**config.mk**
```make
export PLATFORM = sky130hd
export DESIGN_NAME = aabb_sqrt_cell
export DESIGN_NICKNAME = d
export VERILOG_FILES = /design/src/hdl/assert_macros.svh /design/src/hdl/aabb_pkg.sv /design/src/hdl/aabb_sqrt_cell.sv
export SDC_FILE = /design/constraint.sdc
export NUM_CORES = 1
export LEC_CHECK = 0
export ABC_AREA = 1
export CAP_MARGIN = 20
export CORE_AREA = 2 2 207 209
export CTS_CLUSTER_DIAMETER = 80
export DETAILED_ROUTE_END_ITERATION = 16
export DIE_AREA = 0 0 209 211
export DONT_BUFFER_PORTS = 1
export PLACE_DENSITY_LB_ADDON = 0.08
export SLEW_MARGIN = 20
export SYNTH_ARGS = -nofsm -noshare
export SYNTH_HDL_FRONTEND = slang
export SYNTH_SLANG_ARGS = --single-unit
```
**constraint.sdc**
```tcl
create_clock -name clk -period 40.1 [get_ports clk]
set_clock_uncertainty 0.2 [all_clocks]
set_input_delay 2.005 -clock clk [delete_from_list [all_inputs] [get_ports clk]]
set_output_delay 2.005 -clock clk [all_outputs]
set_load 0.1 [all_outputs]
```
**src/hdl/assert_macros.svh**
```systemverilog
// assertion macros used by the point query unit
`ifndef ASSERT_MACROS_SVH
`define ASSERT_MACROS_SVH

`ifndef ASSERT_OFF

// clocked check, quiet while reset is asserted
`define AQ_ASSERT(lbl, clk, rst_n, prop) \
	lbl: assert property (@(posedge clk) disable iff (!rst_n) prop) \
		else $error("%m: check failed");

// clocked check that also holds during reset
`define AQ_ASSERT_NORST(lbl, clk, prop) \
	lbl: assert property (@(posedge clk) prop) \
		else $error("%m: check failed");

`else

`define AQ_ASSERT(lbl, clk, rst_n, prop)
`define AQ_ASSERT_NORST(lbl, clk, prop)

`endif

`endif

```
**src/hdl/aabb_pkg.sv**
```systemverilog
package aabb_pkg;

	// default coordinate width, signed fixed point
	localparam int COORD_WIDTH = 32;

	// configuration index width
	localparam int CFG_INDEX_WIDTH = 3;

	// configuration register map
	typedef enum logic [CFG_INDEX_WIDTH-1:0] {
		REG_MIN_X = 3'd0,
		REG_MIN_Y = 3'd1,
		REG_MIN_Z = 3'd2,
		REG_MAX_X = 3'd3,
		REG_MAX_Y = 3'd4,
		REG_MAX_Z = 3'd5
	} cfg_reg_t;

endpackage

```
**src/hdl/aabb_sqrt_cell.sv**
```systemverilog
module aabb_sqrt_cell #(
	parameter int W = aabb_pkg::COORD_WIDTH
) (
	input  logic                  clk,
	input  logic                  arst_n,
	input  logic                  in_valid,
	output logic                  in_ready,
	input  logic [2*W+1:0]        in_rad,
	input  logic [W+2:0]          in_rem,
	input  logic [W:0]            in_root,
	input  logic                  in_inside,
	input  logic [2:0][W-1:0]     in_closest,
	input  logic [W-1:0]          in_gap,
	output logic                  out_valid,
	input  logic                  out_ready,
	output logic [2*W+1:0]        out_rad,
	output logic [W+2:0]          out_rem,
	output logic [W:0]            out_root,
	output logic                  out_inside,
	output logic [2:0][W-1:0]     out_closest,
	output logic [W-1:0]          out_gap
);

	localparam int N  = W + 1;
	localparam int RW = N + 2;
	localparam int SW = 2 * N;

	logic          valid_q;
	logic [SW-1:0] rad_q;
	logic [RW-1:0] rem_q;
	logic [N-1:0]  root_q;
	logic          inside_q;
	logic [2:0][W-1:0] closest_q;
	logic [W-1:0]  gap_q;

	assign in_ready = !valid_q || out_ready;

	// one root bit: bring down two radicand bits, try 4r+1
	logic [RW-1:0] x, trial, rem_n;
	logic          ge;

	always_comb begin
		x     = {in_rem[RW-3:0], in_rad[SW-1 -: 2]};
		trial = {in_root, 2'b01};
		ge    = x >= trial;
		rem_n = ge ? (x - trial) : x;
	end

	always_ff @(posedge clk or negedge arst_n) begin
		if (!arst_n) begin
			valid_q <= 1'b0;
		end else if (in_ready) begin
			valid_q <= in_valid;
		end
	end

	always_ff @(posedge clk) begin
		if (in_ready && in_valid) begin
			rad_q     <= {in_rad[SW-3:0], 2'b00};
			rem_q     <= rem_n;
			root_q    <= {in_root[N-2:0], ge};
			inside_q  <= in_inside;
			closest_q <= in_closest;
			gap_q     <= in_gap;
		end
	end

	assign out_valid   = valid_q;
	assign out_rad     = rad_q;
	assign out_rem     = rem_q;
	assign out_root    = root_q;
	assign out_inside  = inside_q;
	assign out_closest = closest_q;
	assign out_gap     = gap_q;

endmodule

```
==> results.toml, run 1 <==
[status]
status = "complete, no violations"

[setup_path]
crit_chain = "inv_1 > nand2_1"
crit_path_start_kind = "primary input"
crit_slowest_cell = "nand2_1"
arrival_ps = 2840
path_buf_inv = 1
cp_top_family = "simple AND/OR/NAND/NOR gates"
crit_type = "primary input to output pin"
cp_max_fo = 2
worstPathRequired_ps = 37900
endpoint_kind = "output pin"
max_stage_delay_ps = 720

[finish]
final_nets = 1272
area_delta_synth_final_pct = 15.98
seq_area_um2 = 7863
multi_input_area_um2 = 2596
final_common_cell = "nand2_1"
fillers = 4197
drive_above_1_share_pct = 7.855
final_cell_mix = "nand2_1, edfxtp_1, inv_1"

[global_routing]
grt_pass1_wl_um = 50230
antenna_found_initial = 4
grt_pass1_vias = 6678
grt_max_degree = 173
overflow = 0
grt_usage_pct = 15.95

[power_and_ir_drop]
peakVddDrop_v = 0.00003392
p_per_area_nw_per_um2 = 63.54
p_leak_uw = 0.005287

[sta]
finalHoldViolCount = 0
max-slew-margin-rel_pct = 24.24
timing.fmax_mhz = 198.1
rsz0062_at_grt = "no"
min_period_ps = 5047
finalSetupViolCount = 0
fin_ws_ps = 35050
tightest_slew_ps = 1136
slew_viol_final = 0
setup_tns_ps = 0
fin_crit_sh_pct = 12.59

[clock_tree]
ctsRootBufferMaster = "clkbuf_16"
hold_buffers = 0
h-tree-depth = 1
clock-sinks = 262
cts_tree = "yes"
cts_buffers = 30
cts_resized = 0
insertion_delay_ps = 560
clockBufferDepth = 3
post_cts_buffers = 0
path_clk_slew_ps = 60

[route]
routed_wl_um = 37230
first_pass_iters = 5
route.detailed.drc = 0
antenna_left = 0
routedWlPerCell_um = 24.28
routed_via_density = 4.299
drt_iter0_drc = 347
vias = 6591

[floorplanning]
start_util_pct = 26.61
die_height_um = 211
die_area_um2 = 44100
rows = 75
coreArea_um2 = 41760
dieWidth_um = 209
io_pins = 532

[synth]
ys_ff_latch = 262
netlist_area_um2 = 11110
yosysWarnings = 0
syn_area_per_cell_um2 = 11.80
seq_area_frac_synth_pct = 70.75
syn_inst = 942
yosys.cell_types.count = 29

[placement]
preCtsSetupSlack_ps = 35050
gp_congestion = 0.8517
portBuffers = 0
dp_hpwl_um = 29630

[min_path]
hold_class = "primary input to async pin"

[run]
cap_violations = 0
per-stage QoR:
| stage | area, um^2 | hold slack, ps | util (%) | power (uW) | std cells |
|---|---|---|---|---|---|
| global route | 12890 | 891.2 | 30.86 | 848.3 | 1533 |
| detailed placement | 11750 | 1509 | 28.15 | 516.6 | 1477 |
| global placement | 11750 | 1509 | 28.15 | 517.3 | 1477 |
| CTS | 12890 | 892.0 | 30.86 | 832.6 | 1532 |
| finish | 12890 | 933.9 | 30.86 | 818.9 | 1533 |
| floorplan | 11120 | 1509 | - | 502.3 | 943 |
routing by layer:
layer	vias to the layer above	part of all wire (%)	track usage, %
met5	-	0.083	0
met4	4	2.1	4.433
met3	44	8.6	5.947
met2	285	54	29.86
met1	3095	35	16.65
li1	3163	-	-
state kept, by name, indices dropped and copies added, names as in the netlist:
name and flops:
out_rad 64, out_rem 35, out_root 33, out_gap 32, out_closest 96, out_valid 1, out_inside 1
final cells by class:
| type | count | share of cell area, % |
|---|---|---|
| Clock inverter | 21 | 2.679 |
| Timing Repair Buffer | 4 | 0.3301 |
| Tap cell | 539 | 5.233 |
| Antenna cell | 1 | 0.01942 |
| Inverter | 154 | 4.485 |
| Clock buffer | 34 | 6.106 |
| Multi-Input combinational cell | 518 | 20.14 |
| Sequential cell | 262 | 61.00 |
power by group:
group | switching (uW) | leakage [uW] | internal (uW)
registers | 124 | 0.00250 | 325
clock network | 112 | 0.000542 | 199
logic | 42.5 | 0.00225 | 16.8
total | 279 | 0.00529 | 540
cells in the mapped netlist:
cell type / number / area, um^2
nand4_1: 5 / 31.28
dfrtp_1: 1 / 25.02
or2_2: 1 / 6.260
nand3_1: 30 / 150.1
and2_1: 2 / 12.51
nand3_2: 11 / 110.1
buf_6: 3 / 33.78
nor3_1: 4 / 20.02
inv_2: 1 / 3.750
a21oi_1: 29 / 145.1
edfxtp_1: 261 / 7838
o21ai_1: 2 / 10.01
conb_1: 1 / 3.750
nor3_2: 1 / 10.01
nor2_1: 46 / 172.7
o211ai_1: 1 / 7.510
buf_12: 1 / 20.02
ha_1: 35 / 437.9
inv_1: 153 / 574.3
nor2_2: 5 / 31.28
xnor2_1: 1 / 8.760
buf_4: 5 / 37.54
a21boi_0: 1 / 7.510
nand2_2: 5 / 31.28
nand3b_1: 2 / 15.01
nand2_1: 302 / 1134
xor2_1: 17 / 148.9
o21bai_1: 3 / 22.52
o21ai_0: 13 / 65.06
cells by family after synthesis:
family	share of synthesized area [%]
AO/OA/AOI/OAI	2.319
XOR/XNOR	1.419
adder cells (fa/ha/maj)	3.941
buffers and inverters	6.023
flip-flops	70.75
other	0.03374
AND/OR/NAND/NOR	15.51
worst paths after layout:
kind,to,slack (ps),cells past startpoint,from
max,in_ready,35050,2,out_ready
min,out_valid,930,0,arst_n
max reg2reg,out_rad[19],37150,3,out_valid
min reg2reg,out_rad[43],1520,2,out_valid
max in group asynchronous,out_valid,38700,0,arst_n
min in group clk,out_closest[89],1330,0,in_closest[89]
worst reg2reg max path: cells and delay by family, from the launching register on:
family,cells,cell delay (ps)
flops,1,810
buf+inv,2,1110
compound gates,1,380
(Power assumes the default switching activity.)
==> run 2, diff against run 1 <==
--- a/config.mk
+++ b/config.mk
@@ -7,10 +7,10 @@
 export LEC_CHECK = 0
 export ABC_AREA = 1
 export CAP_MARGIN = 20
-export CORE_AREA = 2 2 207 209
+export CORE_AREA = 2 2 209 211
 export CTS_CLUSTER_DIAMETER = 80
 export DETAILED_ROUTE_END_ITERATION = 16
-export DIE_AREA = 0 0 209 211
+export DIE_AREA = 0 0 211 213
 export DONT_BUFFER_PORTS = 1
 export PLACE_DENSITY_LB_ADDON = 0.08
 export SLEW_MARGIN = 20
==> constraint.sdc (replaced) <==
create_clock -name clk -period 4.2 [get_ports clk]
set_clock_uncertainty 0.2 [all_clocks]
set_input_delay 0.21 -clock clk [delete_from_list [all_inputs] [get_ports clk]]
set_output_delay 0.21 -clock clk [all_outputs]
set_load 0.1 [all_outputs]
==> run 2 against run 1 <==
Compared with the run above: die area rose by 1.9%; utilization rose by 5.4 points; largest cell class unchanged; total power rose to 9.4 times the previous value; clock power grew to 8.5 times the previous value.
==> results.toml, run 2 (synthesis results as in run 1) <==
[status]
status = "complete, no violations"

[clock_tree]
clock-sinks = 262
cts_tree = "yes"
h-tree-depth = 1
clockBufferDepth = 3
insertion_delay_ps = 570
ctsRootBufferMaster = "clkbuf_16"
path_clk_slew_ps = 60
post_cts_buffers = 0
cts_buffers = 31

[setup_path]
worstPathRequired_ps = 4320
arrival_ps = 3310
ff2ff_setup_slack_ps = 1930
reg2reg_to = "out_rad[24]"
reg2reg_from = "out_valid"
crit_chain = "dlygate4sd3_1 > inv_1 > ha_1 > nand2_1 > inv_1 > nand2_1 > nand2_1 > inv_1 > nand2_1 > a21oi_1 > nand2_1 > nand2_1 > nand2_2 > buf_4 > nand3_1 > nand2_1 > dlygate4sd3_1"
cp_max_fo = 18
ff2ff_path_depth = 2
crit_type = "primary input to register"
endpoint_kind = "register"
crit_path_start_kind = "primary input"
crit_slowest_cell = "dlygate4sd3_1"
crit_top_cell = "nand2_1"
cp_top_family = "buffers and inverters"
path_buf_inv = 6
max_stage_delay_ps = 640

[route]
antenna_left = 0
routed_via_density = 4.217
routedWlPerCell_um = 21.84
routed_wl_um = 39620
vias = 7649
route.detailed.drc = 0
first_pass_iters = 6
drt_iter0_drc = 383

[sta]
finalSetupViolCount = 0
hold_slack_ps = 31.38
timing.fmax_mhz = 313.5
finalHoldViolCount = 0
fin_crit_sh_pct = 75.94
max-slew-margin-rel_pct = 24.70
min_period_ps = 3189
tightest_slew_ps = 1132
rsz0062_at_grt = "no"
slew_viol_final = 0
fin_ws_ps = 1011
setup_tns_ps = 0

[global_routing]
use_met2_pct = 30.75
use_met1_pct = 18.72
top_usage_layer = "met2"
overflow = 0
grt_usage_pct = 16.67
grt_pass1_wl_um = 54510
met3_usage_pct = 4.148
grt_max_degree = 102
grt_pass1_vias = 7959
antenna_found_initial = 4

[floorplanning]
rows = 76
io_pins = 532
coreArea_um2 = 42700
die_height_um = 213
dieWidth_um = 211
start_util_pct = 26.03
die_area_um2 = 44940

[placement]
gp_congestion = 0.8270
dp_cells = 1487
portBuffers = 0
preCtsSetupSlack_ps = 1454
dp_hpwl_um = 29900

[power_and_ir_drop]
p_leak_uw = 0.006376
finalPower_uw = 7738
p_per_area_nw_per_um2 = 499.5
peakVddDrop_v = 0.0003105

[min_path]
min_to = "out_rem[30]"
hold_class = "primary input to register"
hold_depth = 5
worstHoldStart = "in_root[28]"

[finish]
drive_above_1_share_pct = 6.329
area_delta_synth_final_pct = 39.42
final_nets = 1542
stdcell_count = 1814
final_common_cell = "nand2_1"
largest_register_ffs = 96
final_cell_mix = "nand2_1, dlygate4sd3_1, edfxtp_1"

[run]
cap_violations = 0
-- run 2: how the worst max path moves through the flow --
| stage | from | endpoint | slack [ps] | cells past startpoint |
|---|---|---|---|---|
| final | in_root[15] | out_rem[34] | 1010 | 17 |
| after global routing | in_root[15] | out_rem[34] | 780 | 17 |
| after CTS | in_root[15] | out_rem[34] | 960 | 17 |
| after detailed placement | in_root[22] | out_rem[34] | 1450 | 15 |
| after global placement | in_root[22] | out_rem[34] | 1460 | 15 |
| after floorplan | out_valid | out_closest[0] | -1510 | 1 |
-- run 2: worst min-delay path, cell delays in order --
cell     delay (ps)
inv_1            40
ha_1            190
nand2_1          80
nand3_2          60
nand2_1          50
-- run 2: stage by stage --
step,util [%],instance area [um^2]
2_1_floorplan,-,11130
3_3_place_gp,27.67,11810
3_5_place_dp,27.67,11810
4_1_cts,36.26,15480
5_1_grt,36.28,15490
6_report,36.29,15490
-- run 2: layer usage --
metal / vias up / wire length [um]
li1: 3713 / -
met1: 3596 / 14940
met2: 289 / 21020
met3: 51 / 2507
met4: 0 / 1149
met5: - / 0
-- run 2: power breakdown --
| part | internal [uW] | total, uW | switching, uW |
|---|---|---|---|
| clock | 1540 | 2640 | 1100 |
| sequential | 3100 | 4290 | 1190 |
| combinational | 336 | 808 | 472 |
-- run 2: what timing repair did --
action / CTS / global route
endpoints found under the hold margin: 270 / 0
hold buffers: 266 / 0
resized for setup: 0 / 0
-- run 2: area by class of cell --
type                    count  area, um^2
diodes                      4       10.01
clock inverters            25       227.7
well taps                 546       683.2
inverters                 154       578.1
clock buffers              32       779.5
multi-input cells         518        2596
flip-flops and latches    262        7866
repair buffers            273        2753
fillers                  4257       27200
==> run 3, diff against run 2 <==
--- a/config.mk
+++ b/config.mk
@@ -7,10 +7,10 @@
 export LEC_CHECK = 0
 export ABC_AREA = 1
 export CAP_MARGIN = 20
-export CORE_AREA = 2 2 209 211
+export CORE_AREA = 2 2 204 206
 export CTS_CLUSTER_DIAMETER = 80
 export DETAILED_ROUTE_END_ITERATION = 16
-export DIE_AREA = 0 0 211 213
+export DIE_AREA = 0 0 206 208
 export DONT_BUFFER_PORTS = 1
 export PLACE_DENSITY_LB_ADDON = 0.08
 export SLEW_MARGIN = 20
==> constraint.sdc (replaced) <==
create_clock -name clk -period 3.3 [get_ports clk]
set_clock_uncertainty 0.2 [all_clocks]
set_input_delay 0.165 -clock clk [delete_from_list [all_inputs] [get_ports clk]]
set_output_delay 0.165 -clock clk [all_outputs]
set_load 0.1 [all_outputs]
==> run 3 against run 2 <==
Compared with the run above: clock-buffer cell count increased by 2; sequential share of layout area fell by 0.71 points; sequential cell count stayed put; critical path type unchanged; die area decreased by 4.7%; register-to-register slack worse by 830 ps; critical endpoint is now out_rem[3]; worst hold slack got worse by 21 ps; largest power group unchanged.
==> results.toml, run 3 (synthesis results as in run 1) <==
[power_and_ir_drop]
p_leak_uw = 0.006476
peakVddDrop_v = 0.0004255
finalPower_uw = 9862
p_per_area_nw_per_um2 = 627.6

[global_routing]
grt_usage_pct = 17.18
grt_max_degree = 76
antenna_found_initial = 5
grt_pass1_vias = 8311
overflow = 0
grt_pass1_wl_um = 54180

[finish]
fin_area_um2 = 15710
final_cell_mix = "nand2_1, dlygate4sd3_1, edfxtp_1"
final_common_cell = "nand2_1"
stdcell_count = 1819
largest_register_ffs = 96
final_util_pct = 38.75
final_nets = 1562
area_delta_synth_final_pct = 41.40
fillers = 3998
drive_above_1_share_pct = 6.162

[route]
wl_met2_um = 20580
routedWlPerCell_um = 21.38
vias = 7738
drt_iter0_drc = 364
met1Wirelength_um = 14850
route.detailed.drc = 0
routed_via_density = 4.254
routed_wl_um = 38900
routed.top_layer = "met5"
met3_wirelength_um = 2297
antenna_left = 0
first_pass_iters = 6

[sta]
rsz0062_at_grt = "no"
finalSetupViolCount = 0
fin_crit_sh_pct = 93.14
timing.fmax_mhz = 325.4
slew_viol_final = 0
max-slew-margin-rel_pct = 31.63
fin_ws_ps = 226.4
min_period_ps = 3074
tightest_slew_ps = 1028
finalHoldViolCount = 0

[placement]
dp_hpwl_um = 29910
gp_congestion = 0.8332
preCtsSetupSlack_ps = 597.7
portBuffers = 0
placed_cell_area_um2 = 11860
dp_cells = 1476

[clock_tree]
clock-sinks = 262
path_clk_slew_ps = 60
h-tree-depth = 1
clockBufferDepth = 3
cts_buffers = 30
insertion_delay_ps = 560
cts_tree = "yes"
ctsRootBufferMaster = "clkbuf_16"
post_cts_buffers = 0

[status]
status = "complete, no violations"

[setup_path]
cp_max_fo = 32
worstPathRequired_ps = 3400
arrival_ps = 3170
crit_type = "primary input to register"
crit_top_cell = "nand2_1"
max_stage_delay_ps = 580
cp_top_family = "buffers and inverters"
crit_path_start_kind = "primary input"
crit_slowest_cell = "dlygate4sd3_1"
path_buf_inv = 5
endpoint_kind = "register"
crit_chain = "dlygate4sd3_1 > inv_1 > ha_1 > nand2_2 > nor2_1 > nand2_1 > nor2_1 > nand2_1 > nand2_1 > nand2_1 > nand2_4 > inv_2 > buf_12 > nand2_1 > nand2_1 > dlygate4sd3_1"

[min_path]
hold_class = "primary input to register"

[floorplanning]
die_area_um2 = 42850
die_height_um = 208
io_pins = 532
start_util_pct = 27.40
dieWidth_um = 206
coreArea_um2 = 40550
rows = 74

[run]
cap_violations = 0
## run 3: cell types whose count changed in the layout (fill, tap and decap cells not counted), sizes merged
cell	delta
dlygate4sd3	+17
clkinv	-4
buf	+3
clkbuf	+2
inv	-2
bufinv	+1
diode	+1
dlymetal6s4s	+1
## run 3: metrics by stage
| step | setup TNS (ps) | hold WS [ps] |
|---|---|---|
| after global placement | 0 | -330.5 |
| after detailed placement | 0 | -330.5 |
| final | 0 | 10.58 |
| after CTS | 0 | 0.3321 |
| after floorplan | -627810 | -330.6 |
| after global routing | 0 | 11.16 |
## run 3: worst paths after layout
check	start	to	slack (ps)	depth (start not counted)
setup / recovery	in_root[11]	out_rem[3]	230	16
hold / removal	in_root[30]	out_rem[32]	10	5
setup reg to reg	out_valid	out_closest[66]	1100	2
hold reg to reg	out_valid	out_root[21]	880	1
max in group asynchronous	arst_n	out_valid	2620	2
min in group asynchronous	arst_n	out_valid	160	2
## run 3: what timing repair did
| action | in CTS | in global routing |
|---|---|---|
| gates resized for setup | 0 | 3 |
| hold buffers | 283 | 1 |
| setup endpoints to repair | 0 | 3 |
| hold endpoints to repair | 315 | 1 |
## run 3: area by class of cell
cell class                      instances  area, um^2  area share, %
Tap cell                              532       665.6          4.236
Clock inverter                         20       203.9          1.298
Sequential cell                       262        7866          50.06
Inverter                              154       578.1          3.679
Antenna cell                            5       12.51        0.07962
Multi-Input combinational cell        518        2605          16.58
Timing Repair Buffer                  294        2995          19.06
Clock buffer                           34       787.0          5.008
## run 3: power by group
group | switching [uW] | total (uW) | internal [uW]
clock network | 1330 | 3340 | 2020
registers | 1510 | 5450 | 3940
logic | 610 | 1060 | 454
total | 3450 | 9860 | 6410
## run 3: routing by layer
metal	vias to the layer above	GRT usage, %
li1	3757	-
met1	3614	18.80
met2	299	32.56
met3	66	3.446
met4	2	5.739
met5	-	0
## run 3: worst register-to-register path: stages (launching register included)
cell and delay [ps]:
dfrtp_4 640, a21oi_4 530, buf_12 390
